<file path="config.mk">
export PLATFORM = sky130hd
export DESIGN_NAME = smooth_random_modulator_core
export DESIGN_NICKNAME = d
export VERILOG_FILES = /design/src/rtl/srm_pkg.sv /design/src/rtl/srm_front.sv /design/src/rtl/srm_queue.sv /design/src/rtl/srm_back.sv /design/src/rtl/smooth_random_modulator_core.sv
export SDC_FILE = /design/constraint.sdc
export NUM_CORES = 2
export LEC_CHECK = 0
export ABC_CLOCK_PERIOD_IN_PS = 14500
export BUFFER_PORTS_ARGS = -buffer_cell sky130_fd_sc_hd__buf_2
export CAP_MARGIN = 10
export CORE_MARGIN = 3
export CORE_UTILIZATION = 50
export CTS_CLUSTER_DIAMETER = 80
export CTS_CLUSTER_SIZE = 12
export DETAILED_ROUTE_END_ITERATION = 6
export HOLD_SLACK_MARGIN = 0.15
export PLACE_DENSITY = 0.75
export SKIP_CTS_REPAIR_TIMING = 1
export SLEW_MARGIN = 20
export SYNTH_ARGS = -nofsm -noshare
export SYNTH_HDL_FRONTEND = slang
export SYNTH_SLANG_ARGS = --single-unit
</file>
<file path="constraint.sdc">
create_clock -name clk -period 14.5 [get_ports clk]
set_input_delay 0.725 -clock clk [delete_from_list [all_inputs] [get_ports clk]]
set_output_delay 0.725 -clock clk [all_outputs]
set_load 0.01 [all_outputs]
</file>
<file path="src/rtl/srm_pkg.sv">
// Shared types, constants and helper functions for the smooth random modulator.
// Used by every module in rtl/; depends on nothing else.
package srm_pkg;

	localparam int TRK_W = 3;
	localparam int LEN_W = 24;
	localparam int RND_W = 16;
	localparam int LVL_W = 16;
	localparam int OUT_W = 17;
	localparam int FRAC_BITS = 16;
	localparam int STEP_W = 4;
	localparam int Q_DEPTH = 2;
	localparam int Q_PTR_W = 1;

	// Register indexes on the APB port (byte address / 4)
	localparam logic [1:0] REG_MAGNET_POINT = 2'd0;
	localparam logic [1:0] REG_MAGNET_STRENGTH = 2'd1;
	localparam logic [1:0] REG_BIPOLAR_MODE = 2'd2;

	localparam logic [1:0] MAG_LOWER = 2'd0;
	localparam logic [1:0] MAG_MIDDLE = 2'd1;
	localparam logic [1:0] STR_WEAK = 2'd0;
	localparam logic [1:0] STR_AVERAGE = 2'd1;

	localparam logic [17:0] SMOOTH_K = 18'h30000;
	localparam logic signed [34:0] ROUND_HALF = 35'sd32768;
	localparam logic signed [16:0] BIPOLAR_OFS = 17'sd32768;

	typedef struct packed {
		logic [1:0] magnet_point;
		logic [1:0] magnet_strength;
		logic bipolar_mode;
	} srm_cfg_t;

	typedef struct packed {
		logic [TRK_W-1:0] trk;
		logic [LEN_W-1:0] len;
		logic [RND_W-1:0] rnd;
		logic in_range;
	} srm_item_t;

	typedef enum logic [3:0] {
		BK_IDLE,
		BK_TGT_MUL,
		BK_TGT_ADD,
		BK_DIV,
		BK_SQ,
		BK_CUBE,
		BK_MIX_MUL,
		BK_MIX_ADD,
		BK_OUT
	} bk_state_t;

	function automatic logic signed [17:0] magnet_q16(input logic [1:0] code);
		logic signed [17:0] m;
		case (code)
			MAG_LOWER: m = 18'sd0;
			MAG_MIDDLE: m = 18'sd32768;
			default: m = 18'sd65536;
		endcase
		return m;
	endfunction

	function automatic logic signed [16:0] strength_q16(input logic [1:0] code);
		logic signed [16:0] f;
		case (code)
			STR_WEAK: f = 17'sd19661;
			STR_AVERAGE: f = 17'sd32768;
			default: f = 17'sd45875;
		endcase
		return f;
	endfunction

	function automatic logic [LVL_W-1:0] clamp_level(input logic signed [19:0] x);
		logic [LVL_W-1:0] r;
		if (x < 20'sd0) begin
			r = '0;
		end else if (x > 20'sd65535) begin
			r = '1;
		end else begin
			r = x[LVL_W-1:0];
		end
		return r;
	endfunction

endpackage

</file>
<file path="src/rtl/srm_front.sv">
// Front end: takes input ticks, maps a zero length to one and flags out-of-range tracks.
// Depends on srm_pkg; feeds srm_queue.
module srm_front #(
	parameter int TRACKS = 7
) (
	input logic clk,
	input logic arst_n,
	input logic in_valid,
	output logic in_stall,
	input logic [srm_pkg::TRK_W-1:0] track_index,
	input logic [srm_pkg::LEN_W-1:0] segment_samples,
	input logic [srm_pkg::RND_W-1:0] random_value,
	output logic push,
	output srm_pkg::srm_item_t push_item,
	input logic q_full
);
	import srm_pkg::*;

	logic fe_valid_s1;
	srm_item_t fe_item_s1;
	srm_item_t item_d;
	logic accept;

	assign in_stall = fe_valid_s1 & q_full;
	assign accept = in_valid & ~in_stall;
	assign push = fe_valid_s1;
	assign push_item = fe_item_s1;

	always_comb begin
		item_d.trk = track_index;
		item_d.len = (segment_samples == '0) ? LEN_W'(1) : segment_samples;
		item_d.rnd = random_value;
		item_d.in_range = ({2'b00, track_index} < 5'(TRACKS));
	end

	always_ff @(posedge clk or negedge arst_n) begin
		if (!arst_n) begin
			fe_valid_s1 <= 1'b0;
		end else begin
			fe_valid_s1 <= accept | (fe_valid_s1 & q_full);
		end
	end

	always_ff @(posedge clk) begin
		if (accept) begin
			fe_item_s1 <= item_d;
		end
	end

endmodule

</file>
<file path="src/rtl/srm_queue.sv">
// Short FIFO of classified ticks between the front end and the back end.
// Depends on srm_pkg.
module srm_queue (
	input logic clk,
	input logic arst_n,
	input logic push,
	input srm_pkg::srm_item_t push_item,
	output logic full,
	input logic pop,
	output logic q_valid,
	output srm_pkg::srm_item_t q_item
);
	import srm_pkg::*;

	srm_item_t entry_q [Q_DEPTH];
	logic [Q_PTR_W-1:0] wr_ptr_q;
	logic [Q_PTR_W-1:0] rd_ptr_q;
	logic [Q_PTR_W:0] count_q;
	logic do_push;
	logic do_pop;

	assign full = (count_q == (Q_PTR_W+1)'(Q_DEPTH));
	assign q_valid = (count_q != '0);
	assign q_item = entry_q[rd_ptr_q];
	assign do_push = push & ~full;
	assign do_pop = pop & q_valid;

	always_ff @(posedge clk or negedge arst_n) begin
		if (!arst_n) begin
			wr_ptr_q <= '0;
			rd_ptr_q <= '0;
			count_q <= '0;
		end else begin
			if (do_push) begin
				wr_ptr_q <= wr_ptr_q + 1'b1;
			end
			if (do_pop) begin
				rd_ptr_q <= rd_ptr_q + 1'b1;
			end
			if (do_push & ~do_pop) begin
				count_q <= count_q + 1'b1;
			end else if (do_pop & ~do_push) begin
				count_q <= count_q - 1'b1;
			end
		end
	end

	always_ff @(posedge clk) begin
		if (do_push) begin
			entry_q[wr_ptr_q] <= push_item;
		end
	end

endmodule

</file>
<file path="src/rtl/srm_back.sv">
// Back end: per-track state, target draw, bit-serial progress divider,
// smoothstep and glide, and the output register. Depends on srm_pkg.
module srm_back #(
	parameter int TRACKS = 7,
	parameter int COUNT_BITS = 24
) (
	input logic clk,
	input logic arst_n,
	input srm_pkg::srm_cfg_t cfg,
	input logic q_valid,
	input srm_pkg::srm_item_t q_item,
	output logic q_pop,
	output logic out_valid,
	input logic out_stall,
	output logic [srm_pkg::TRK_W-1:0] track_out,
	output logic signed [srm_pkg::OUT_W-1:0] level,
	output logic new_segment
);
	import srm_pkg::*;

	localparam int TIDX_W = (TRACKS > 1) ? $clog2(TRACKS) : 1;
	localparam int CMP_W = (COUNT_BITS > LEN_W) ? COUNT_BITS : LEN_W;

	bk_state_t state_q, state_d;

	logic [COUNT_BITS-1:0] cnt_mem_q [TRACKS];
	logic [LVL_W-1:0] start_mem_q [TRACKS];
	logic [LVL_W-1:0] target_mem_q [TRACKS];

	srm_item_t item_q;
	logic [TIDX_W-1:0] idx_q;
	logic draw_q;
	logic [COUNT_BITS-1:0] cnt_q;
	logic [LVL_W-1:0] st_q;
	logic [LVL_W-1:0] tg_q;
	logic signed [34:0] tprod_q;
	logic [LEN_W-1:0] rem_q;
	logic int_q;
	logic [FRAC_BITS-1:0] frac_q;
	logic [STEP_W-1:0] step_q;
	logic [33:0] pp_q;
	logic [16:0] s_q;
	logic signed [34:0] mprod_q;
	logic signed [OUT_W-1:0] lvl_q;
	logic out_valid_q;
	logic [TRK_W-1:0] track_out_q;
	logic signed [OUT_W-1:0] level_q;
	logic new_segment_q;

	logic [TIDX_W-1:0] rd_idx;
	logic [COUNT_BITS-1:0] rd_cnt;
	logic [LVL_W-1:0] rd_st;
	logic [LVL_W-1:0] rd_tg;
	logic rd_draw;
	logic signed [17:0] mdiff;
	logic signed [34:0] tprod_d;
	logic signed [34:0] tround;
	logic signed [19:0] tsum;
	logic [LVL_W-1:0] new_tg;
	logic [COUNT_BITS-1:0] cnt_next;
	logic div_int;
	logic [LEN_W:0] rem_sh;
	logic rem_ge;
	logic [LEN_W:0] rem_sub;
	logic [16:0] p;
	logic [17:0] wgt;
	logic [51:0] cube;
	logic signed [16:0] diff;
	logic signed [34:0] mprod_d;
	logic signed [34:0] mround;
	logic signed [19:0] msum;
	logic [LVL_W-1:0] v;
	logic signed [OUT_W-1:0] lvl_d;
	logic out_free;

	assign out_valid = out_valid_q;
	assign track_out = track_out_q;
	assign level = level_q;
	assign new_segment = new_segment_q;
	assign out_free = ~out_valid_q | ~out_stall;

	// State lookup for the item at the head of the queue
	assign rd_idx = TIDX_W'(q_item.trk);
	assign rd_cnt = cnt_mem_q[rd_idx];
	assign rd_st = start_mem_q[rd_idx];
	assign rd_tg = target_mem_q[rd_idx];
	assign rd_draw = (CMP_W'(rd_cnt) > CMP_W'(q_item.len)) || (rd_cnt == '1);

	// New target: random value pulled toward the magnet
	assign mdiff = magnet_q16(cfg.magnet_point) - $signed({2'b00, item_q.rnd});
	assign tprod_d = strength_q16(cfg.magnet_strength) * mdiff;
	assign tround = (tprod_q + ROUND_HALF) >>> 16;
	assign tsum = $signed({4'b0000, item_q.rnd}) + $signed(tround[19:0]);
	assign new_tg = draw_q ? clamp_level(tsum) : tg_q;
	assign cnt_next = (cnt_q == '1) ? cnt_q : cnt_q + 1'b1;

	// Counter never exceeds the length here, so the integer part is 0 or 1
	assign div_int = (CMP_W'(cnt_q) == CMP_W'(item_q.len));
	assign rem_sh = {rem_q, 1'b0};
	assign rem_ge = (rem_sh >= {1'b0, item_q.len});
	assign rem_sub = rem_sh - {1'b0, item_q.len};
	assign p = {int_q, frac_q};

	assign wgt = SMOOTH_K - {p, 1'b0};
	assign cube = 52'(pp_q) * 52'(wgt);

	assign diff = $signed({1'b0, tg_q}) - $signed({1'b0, st_q});
	assign mprod_d = $signed({1'b0, s_q}) * diff;
	assign mround = (mprod_q + ROUND_HALF) >>> 16;
	assign msum = $signed({4'b0000, st_q}) + $signed(mround[19:0]);
	assign v = clamp_level(msum);
	assign lvl_d = cfg.bipolar_mode ? $signed({1'b0, v}) - BIPOLAR_OFS : $signed({1'b0, v});

	always_ff @(posedge clk or negedge arst_n) begin
		if (!arst_n) begin
			state_q <= BK_IDLE;
		end else begin
			state_q <= state_d;
		end
	end

	always_comb begin
		state_d = state_q;
		q_pop = 1'b0;
		unique case (state_q)
			BK_IDLE: begin
				q_pop = q_valid;
				if (q_valid) begin
					state_d = q_item.in_range ? BK_TGT_MUL : BK_OUT;
				end
			end
			BK_TGT_MUL: state_d = BK_TGT_ADD;
			BK_TGT_ADD: state_d = BK_DIV;
			BK_DIV: begin
				if (step_q == STEP_W'(FRAC_BITS - 1)) begin
					state_d = BK_SQ;
				end
			end
			BK_SQ: state_d = BK_CUBE;
			BK_CUBE: state_d = BK_MIX_MUL;
			BK_MIX_MUL: state_d = BK_MIX_ADD;
			BK_MIX_ADD: state_d = BK_OUT;
			BK_OUT: begin
				if (out_free) begin
					state_d = BK_IDLE;
				end
			end
			default: state_d = BK_IDLE;
		endcase
	end

	// Per-track state, divider step count and output valid
	always_ff @(posedge clk or negedge arst_n) begin
		if (!arst_n) begin
			for (int t = 0; t < TRACKS; t++) begin
				cnt_mem_q[t] <= '0;
				start_mem_q[t] <= '0;
				target_mem_q[t] <= '0;
			end
			step_q <= '0;
			out_valid_q <= 1'b0;
		end else begin
			if (state_q == BK_TGT_ADD) begin
				cnt_mem_q[idx_q] <= cnt_next;
				start_mem_q[idx_q] <= st_q;
				target_mem_q[idx_q] <= new_tg;
				step_q <= '0;
			end else if (state_q == BK_DIV) begin
				step_q <= step_q + 1'b1;
			end
			if ((state_q == BK_OUT) && out_free) begin
				out_valid_q <= 1'b1;
			end else if (!out_stall) begin
				out_valid_q <= 1'b0;
			end
		end
	end

	always_ff @(posedge clk) begin
		case (state_q)
			BK_IDLE: begin
				if (q_valid) begin
					item_q <= q_item;
					idx_q <= rd_idx;
					draw_q <= q_item.in_range & rd_draw;
					cnt_q <= rd_draw ? '0 : rd_cnt;
					st_q <= rd_draw ? rd_tg : rd_st;
					tg_q <= rd_tg;
					lvl_q <= '0;
				end
			end
			BK_TGT_MUL: tprod_q <= tprod_d;
			BK_TGT_ADD: begin
				tg_q <= new_tg;
				int_q <= div_int;
				rem_q <= div_int ? '0 : LEN_W'(cnt_q);
				frac_q <= '0;
			end
			BK_DIV: begin
				rem_q <= rem_ge ? rem_sub[LEN_W-1:0] : rem_sh[LEN_W-1:0];
				frac_q <= {frac_q[FRAC_BITS-2:0], rem_ge};
			end
			BK_SQ: pp_q <= 34'(p) * 34'(p);
			BK_CUBE: s_q <= cube[48:32];
			BK_MIX_MUL: mprod_q <= mprod_d;
			BK_MIX_ADD: lvl_q <= lvl_d;
			BK_OUT: begin
				if (out_free) begin
					track_out_q <= item_q.trk;
					level_q <= lvl_q;
					new_segment_q <= draw_q;
				end
			end
			default: ;
		endcase
	end

endmodule

</file>
<file path="src/rtl/smooth_random_modulator_core.sv">
// Top level of the smooth random modulator: APB register file, front end,
// tick queue and back end. Depends on srm_pkg, srm_front, srm_queue, srm_back.
//
// Usage: each input transfer (in_valid high, in_stall low) is one sample tick for
// one track, carrying track_index, segment_samples and random_value. Each tick
// gives exactly one output transfer: track_out, the glided level and new_segment.
// Tracks at or above TRACKS change no state and return level 0.
// The back end takes an in-range tick through state fetch, the target draw
// (multiply, add), the one-bit-per-cycle progress divider, smoothstep and glide
// (square, cube, mix multiply, mix add) and the output register, and takes no
// new tick until it is done; an out-of-range tick goes from the state fetch
// straight to the output register.
// A two-entry queue and a front register take up to three ticks while the back
// end works or out_stall is held; in_stall rises when they are full. A result
// held by out_stall stays stable; the back end waits before loading another.
// Reset clears all track counters and levels and the three registers to zero.
// Registers: 0x0 magnet_point, 0x4 magnet_strength, 0x8 bipolar_mode.
module smooth_random_modulator_core #(
	parameter int TRACKS = 7,
	parameter int COUNT_BITS = 24
) (
	input logic clk,
	input logic arst_n,
	input logic in_valid,
	output logic in_stall,
	input logic [srm_pkg::TRK_W-1:0] track_index,
	input logic [srm_pkg::LEN_W-1:0] segment_samples,
	input logic [srm_pkg::RND_W-1:0] random_value,
	output logic out_valid,
	input logic out_stall,
	output logic [srm_pkg::TRK_W-1:0] track_out,
	output logic signed [srm_pkg::OUT_W-1:0] level,
	output logic new_segment,
	input logic psel,
	input logic penable,
	input logic pwrite,
	input logic [3:0] paddr,
	input logic [31:0] pwdata,
	output logic [31:0] prdata,
	output logic pready
);
	import srm_pkg::*;

	srm_cfg_t cfg_q;
	logic [1:0] reg_idx;
	logic cfg_wr;
	logic push;
	srm_item_t push_item;
	logic q_full;
	logic q_pop;
	logic q_valid;
	srm_item_t q_item;

	assign pready = 1'b1;
	assign reg_idx = paddr[3:2];
	assign cfg_wr = psel & penable & pwrite & pready;

	always_ff @(posedge clk or negedge arst_n) begin
		if (!arst_n) begin
			cfg_q <= '0;
		end else if (cfg_wr) begin
			unique case (reg_idx)
				REG_MAGNET_POINT: cfg_q.magnet_point <= pwdata[1:0];
				REG_MAGNET_STRENGTH: cfg_q.magnet_strength <= pwdata[1:0];
				REG_BIPOLAR_MODE: cfg_q.bipolar_mode <= pwdata[0];
				default: ;
			endcase
		end
	end

	always_comb begin
		prdata = '0;
		unique case (reg_idx)
			REG_MAGNET_POINT: prdata = {30'd0, cfg_q.magnet_point};
			REG_MAGNET_STRENGTH: prdata = {30'd0, cfg_q.magnet_strength};
			REG_BIPOLAR_MODE: prdata = {31'd0, cfg_q.bipolar_mode};
			default: prdata = '0;
		endcase
	end

	srm_front #(
		.TRACKS(TRACKS)
	) u_front (
		.clk(clk),
		.arst_n(arst_n),
		.in_valid(in_valid),
		.in_stall(in_stall),
		.track_index(track_index),
		.segment_samples(segment_samples),
		.random_value(random_value),
		.push(push),
		.push_item(push_item),
		.q_full(q_full)
	);

	srm_queue u_queue (
		.clk(clk),
		.arst_n(arst_n),
		.push(push),
		.push_item(push_item),
		.full(q_full),
		.pop(q_pop),
		.q_valid(q_valid),
		.q_item(q_item)
	);

	srm_back #(
		.TRACKS(TRACKS),
		.COUNT_BITS(COUNT_BITS)
	) u_back (
		.clk(clk),
		.arst_n(arst_n),
		.cfg(cfg_q),
		.q_valid(q_valid),
		.q_item(q_item),
		.q_pop(q_pop),
		.out_valid(out_valid),
		.out_stall(out_stall),
		.track_out(track_out),
		.level(level),
		.new_segment(new_segment)
	);

`ifndef SYNTHESIS
	// A new segment is only ever drawn for a real track
	a_new_seg_in_range: assert property (@(posedge clk) disable iff (!arst_n)
		(out_valid && new_segment) |-> ({2'b00, track_out} < 5'(TRACKS)))
		else $error("new segment reported for out-of-range track");

	// Out-of-range ticks return a zero level whatever the output mode
	a_out_of_range_zero: assert property (@(posedge clk) disable iff (!arst_n)
		(out_valid && ({2'b00, track_out} >= 5'(TRACKS))) |-> (level == '0 && !new_segment))
		else $error("out-of-range track gave a non-zero result");

	// Unipolar levels are never negative
	a_unipolar_sign: assert property (@(posedge clk) disable iff (!arst_n)
		(out_valid && !cfg_q.bipolar_mode) |-> !level[OUT_W-1])
		else $error("negative level in unipolar mode");
`endif

endmodule

</file>
==> impl_metrics.tcl <==
set metrics [dict create \
    dpl.hpwl_um 141000 \
    die_h_um 409 \
    wl_um 190000 \
    r2r-end "u_back.s_q[15]" \
    synth_warnings 0 \
    timing.rr.start "u_back.frac_q[2]" \
    end_kind "flop" \
    fillerInstances 13893 \
    tightest_slew_ps 1140 \
    via_count 56440 \
    cts_buffers 82 \
    min_period_ps 10160 \
    mostFrequentLayoutCells "1522 x inv_1, 1214 x nand2_1, 1157 x fa_1" \
    h-tree-depth 3 \
    min_from "random_value[15]" \
    final_common_cell "inv_1" \
    cp_common_cell "fa_1" \
    drive_gt1_frac 0.0523 \
    rsz0062_at_grt "no" \
    yosysUniqueCellTypes 85 \
    cp_max_fo 33 \
    wire_per_inst_um 18.5 \
    insertion_delay_ps 700 \
    required_ps 14890 \
    grt_antenna_before_repair 1 \
    initial_core_util 0.504 \
    io_buffers 78 \
    synth-seq-cells 812 \
    grt_pass1_wl_um 315000 \
    ys_seq_area_frac 0.275 \
    setup_violations 0 \
    synth_area_leaders "fa_1 29%, edfxtp_1 15%, dfrtp_1 13%, ha_1 8.7%, inv_1 7.1%" \
    num_rows 147 \
    cap_violations 0 \
    globalplace.congestion 0.914 \
    stdcell_count 10310 \
    synth_top_area_share 0.286 \
    synthArstFlopShare 0.506 \
    syn2layout_area_growth_pct 6.24 \
    first_global_vias 60864 \
    hp-class "input pin to flop" \
    multi_input_area_mm2 0.0518 \
    clk_root_buffer_cell "clkbuf_16" \
    cpMaxStageDelayCell "nor4_1" \
    grt_max_degree 176 \
    die_x_um 409 \
    synth_flop_cell "dfrtp_1" \
    critPathMaxStageDelay_ps 890 \
    drv_slew 0 \
    cts_tree "built" \
    finalNetCount 9894 \
    hold_viol 0 \
    clock_skew_ps 59.7 \
    synth_edf_count 401 \
    core_mm2 0.161 \
    via_per_inst 5.47 \
    yosys.area.top_type "fa_1" \
    finalCritPeriodShare 0.700 \
    fin_util 0.536 \
    regArea_mm2 0.0223 \
    rrSetupSlack_ps 4340 \
    firstDrtPassIters 5 \
    holdPathEnd "u_front.push_item[16]" \
    netlist_instances 8188 \
    syn_area_mm2 0.0811 \
    r2r_cells 26 \
    ctsLongestPathBuffers 3 \
    cts.sink_count 812 \
    drcViolationCount 0 \
    drt_iter0_markers 4085 \
    syn_avg_cell_area_um2 9.90 \
    clkSlewWorstSetupHoldPaths_ps 60 \
    relSlewSlack 0.241 \
    hold_depth 1 \
    gr-total-overflow 0 \
    max_freq_ghz 0.0985 \
    ant_nets 0 \
    cp-start-kind "flop" \
    status "finished clean" \
    dieArea_mm2 0.167 \
    critPathArrivalTime_ps 10550 \
    io_pins 142 \
    path_class "flop to flop" \
    dp.cells 10161 \
    finalSetupTns_ps 0 \
    track_usage 0.234 \
]
## metrics by stage
stage / setup WS [ps] / cell area [µm²] / hold WS, ps
2_1_floorplan: 6250 / 81200 / 400
3_3_place_gp: 4290 / 83600 / 407
3_5_place_dp: 4460 / 83600 / 410
4_1_cts: 4350 / 86100 / 33.0
5_1_grt: 3720 / 86100 / 218
6_report: 4340 / 86100 / 244
## routing by layer
metal | vias up | part of all wire | global-route usage
met5 | - | 0 | 0
met4 | 0 | 0.037 | 0.0878
met3 | 439 | 0.064 | 0.0310
met2 | 1954 | 0.50 | 0.403
met1 | 28633 | 0.40 | 0.300
li1 | 25414 | - | -
## registers in the layout, summed over array words and instances (netlist names), 20 cells and up
register	cells
u_back.mprod_q	20
u_back.cnt_mem_q	168
u_back.cnt_q	24
u_back.rem_q	24
u_back.item_q	43
u_front.push_item	44
u_back.start_mem_q	112
u_queue.entry_q	88
u_back.tprod_q	20
u_back.pp_q	33
u_back.target_mem_q	112
## cells by family after synthesis
logic type | share of synthesized area
other | 0.0000926
xor gates and xnor gates | 0.0295
DFF | 0.275
muxes | 0.0285
and+or+nand+nor | 0.131
buffers and inverters | 0.0908
adders and majority gates | 0.373
AOI/OAI and AO/OA | 0.0723
## cells in the mapped netlist (all sizes together) (5+ instances only)
cell        n
nor3b       5
a22o        5
o31ai      25
nand3      69
o21ai     496
and2      424
o21bai     14
o21a       39
edfxtp    401
a21oi     271
a21boi      8
or3        14
and3       23
nand4      38
buf        68
and3b      10
nor3       40
fa       1157
mux2       28
or2        24
a21o       50
nand2b     24
mux2i      72
nor2      258
mux4       56
a211o       7
nor2b      80
nand3b     19
a2111oi     8
clkbuf    310
clkinv      7
xor2      104
ha        565
dfrtp     411
and4        8
xnor2     169
inv      1527
o22ai      11
nor4       24
o211ai      9
nand2    1217
a211oi     13
a31oi      23
## cell type report
| type | instances | share of cell area |
|---|---|---|
| Clock buffer | 132 | 0.0265 |
| Timing Repair Buffer | 163 | 0.0124 |
| Antenna cell | 1 | 0.0000291 |
| Multi-Input combinational cell | 5493 | 0.601 |
| Inverter | 1534 | 0.0670 |
| Clock inverter | 15 | 0.00257 |
| Sequential cell | 812 | 0.259 |
| Tap cell | 2160 | 0.0314 |
## how the worst max path moves through the flow
stage / slack (ps) / endpoint / from / cells after the start
final: 4340 / u_back.s_q[15] / u_back.frac_q[2] / 26
after detailed placement: 4460 / u_back.s_q[15] / u_back.frac_q[2] / 26
after CTS: 4350 / u_back.s_q[15] / u_back.frac_q[2] / 26
after floorplan: 6250 / u_back.mprod_q[34] / u_back.st_q[0] / 33
after global placement: 4290 / u_back.s_q[15] / u_back.frac_q[2] / 26
after global routing: 3720 / u_back.s_q[15] / u_back.frac_q[2] / 26
## critical path, delay by kind of cell (launching register included)
kind,cells,cell delay (ps)
compound gates,8,3190
xor+xnor,2,240
fa+ha+maj,7,3290
buf+inv,4,610
flops,1,710
simple gates,5,1840
Power is not shown: default switching activity piles up to over one toggle a cycle in this logic, so the estimate is an artifact.
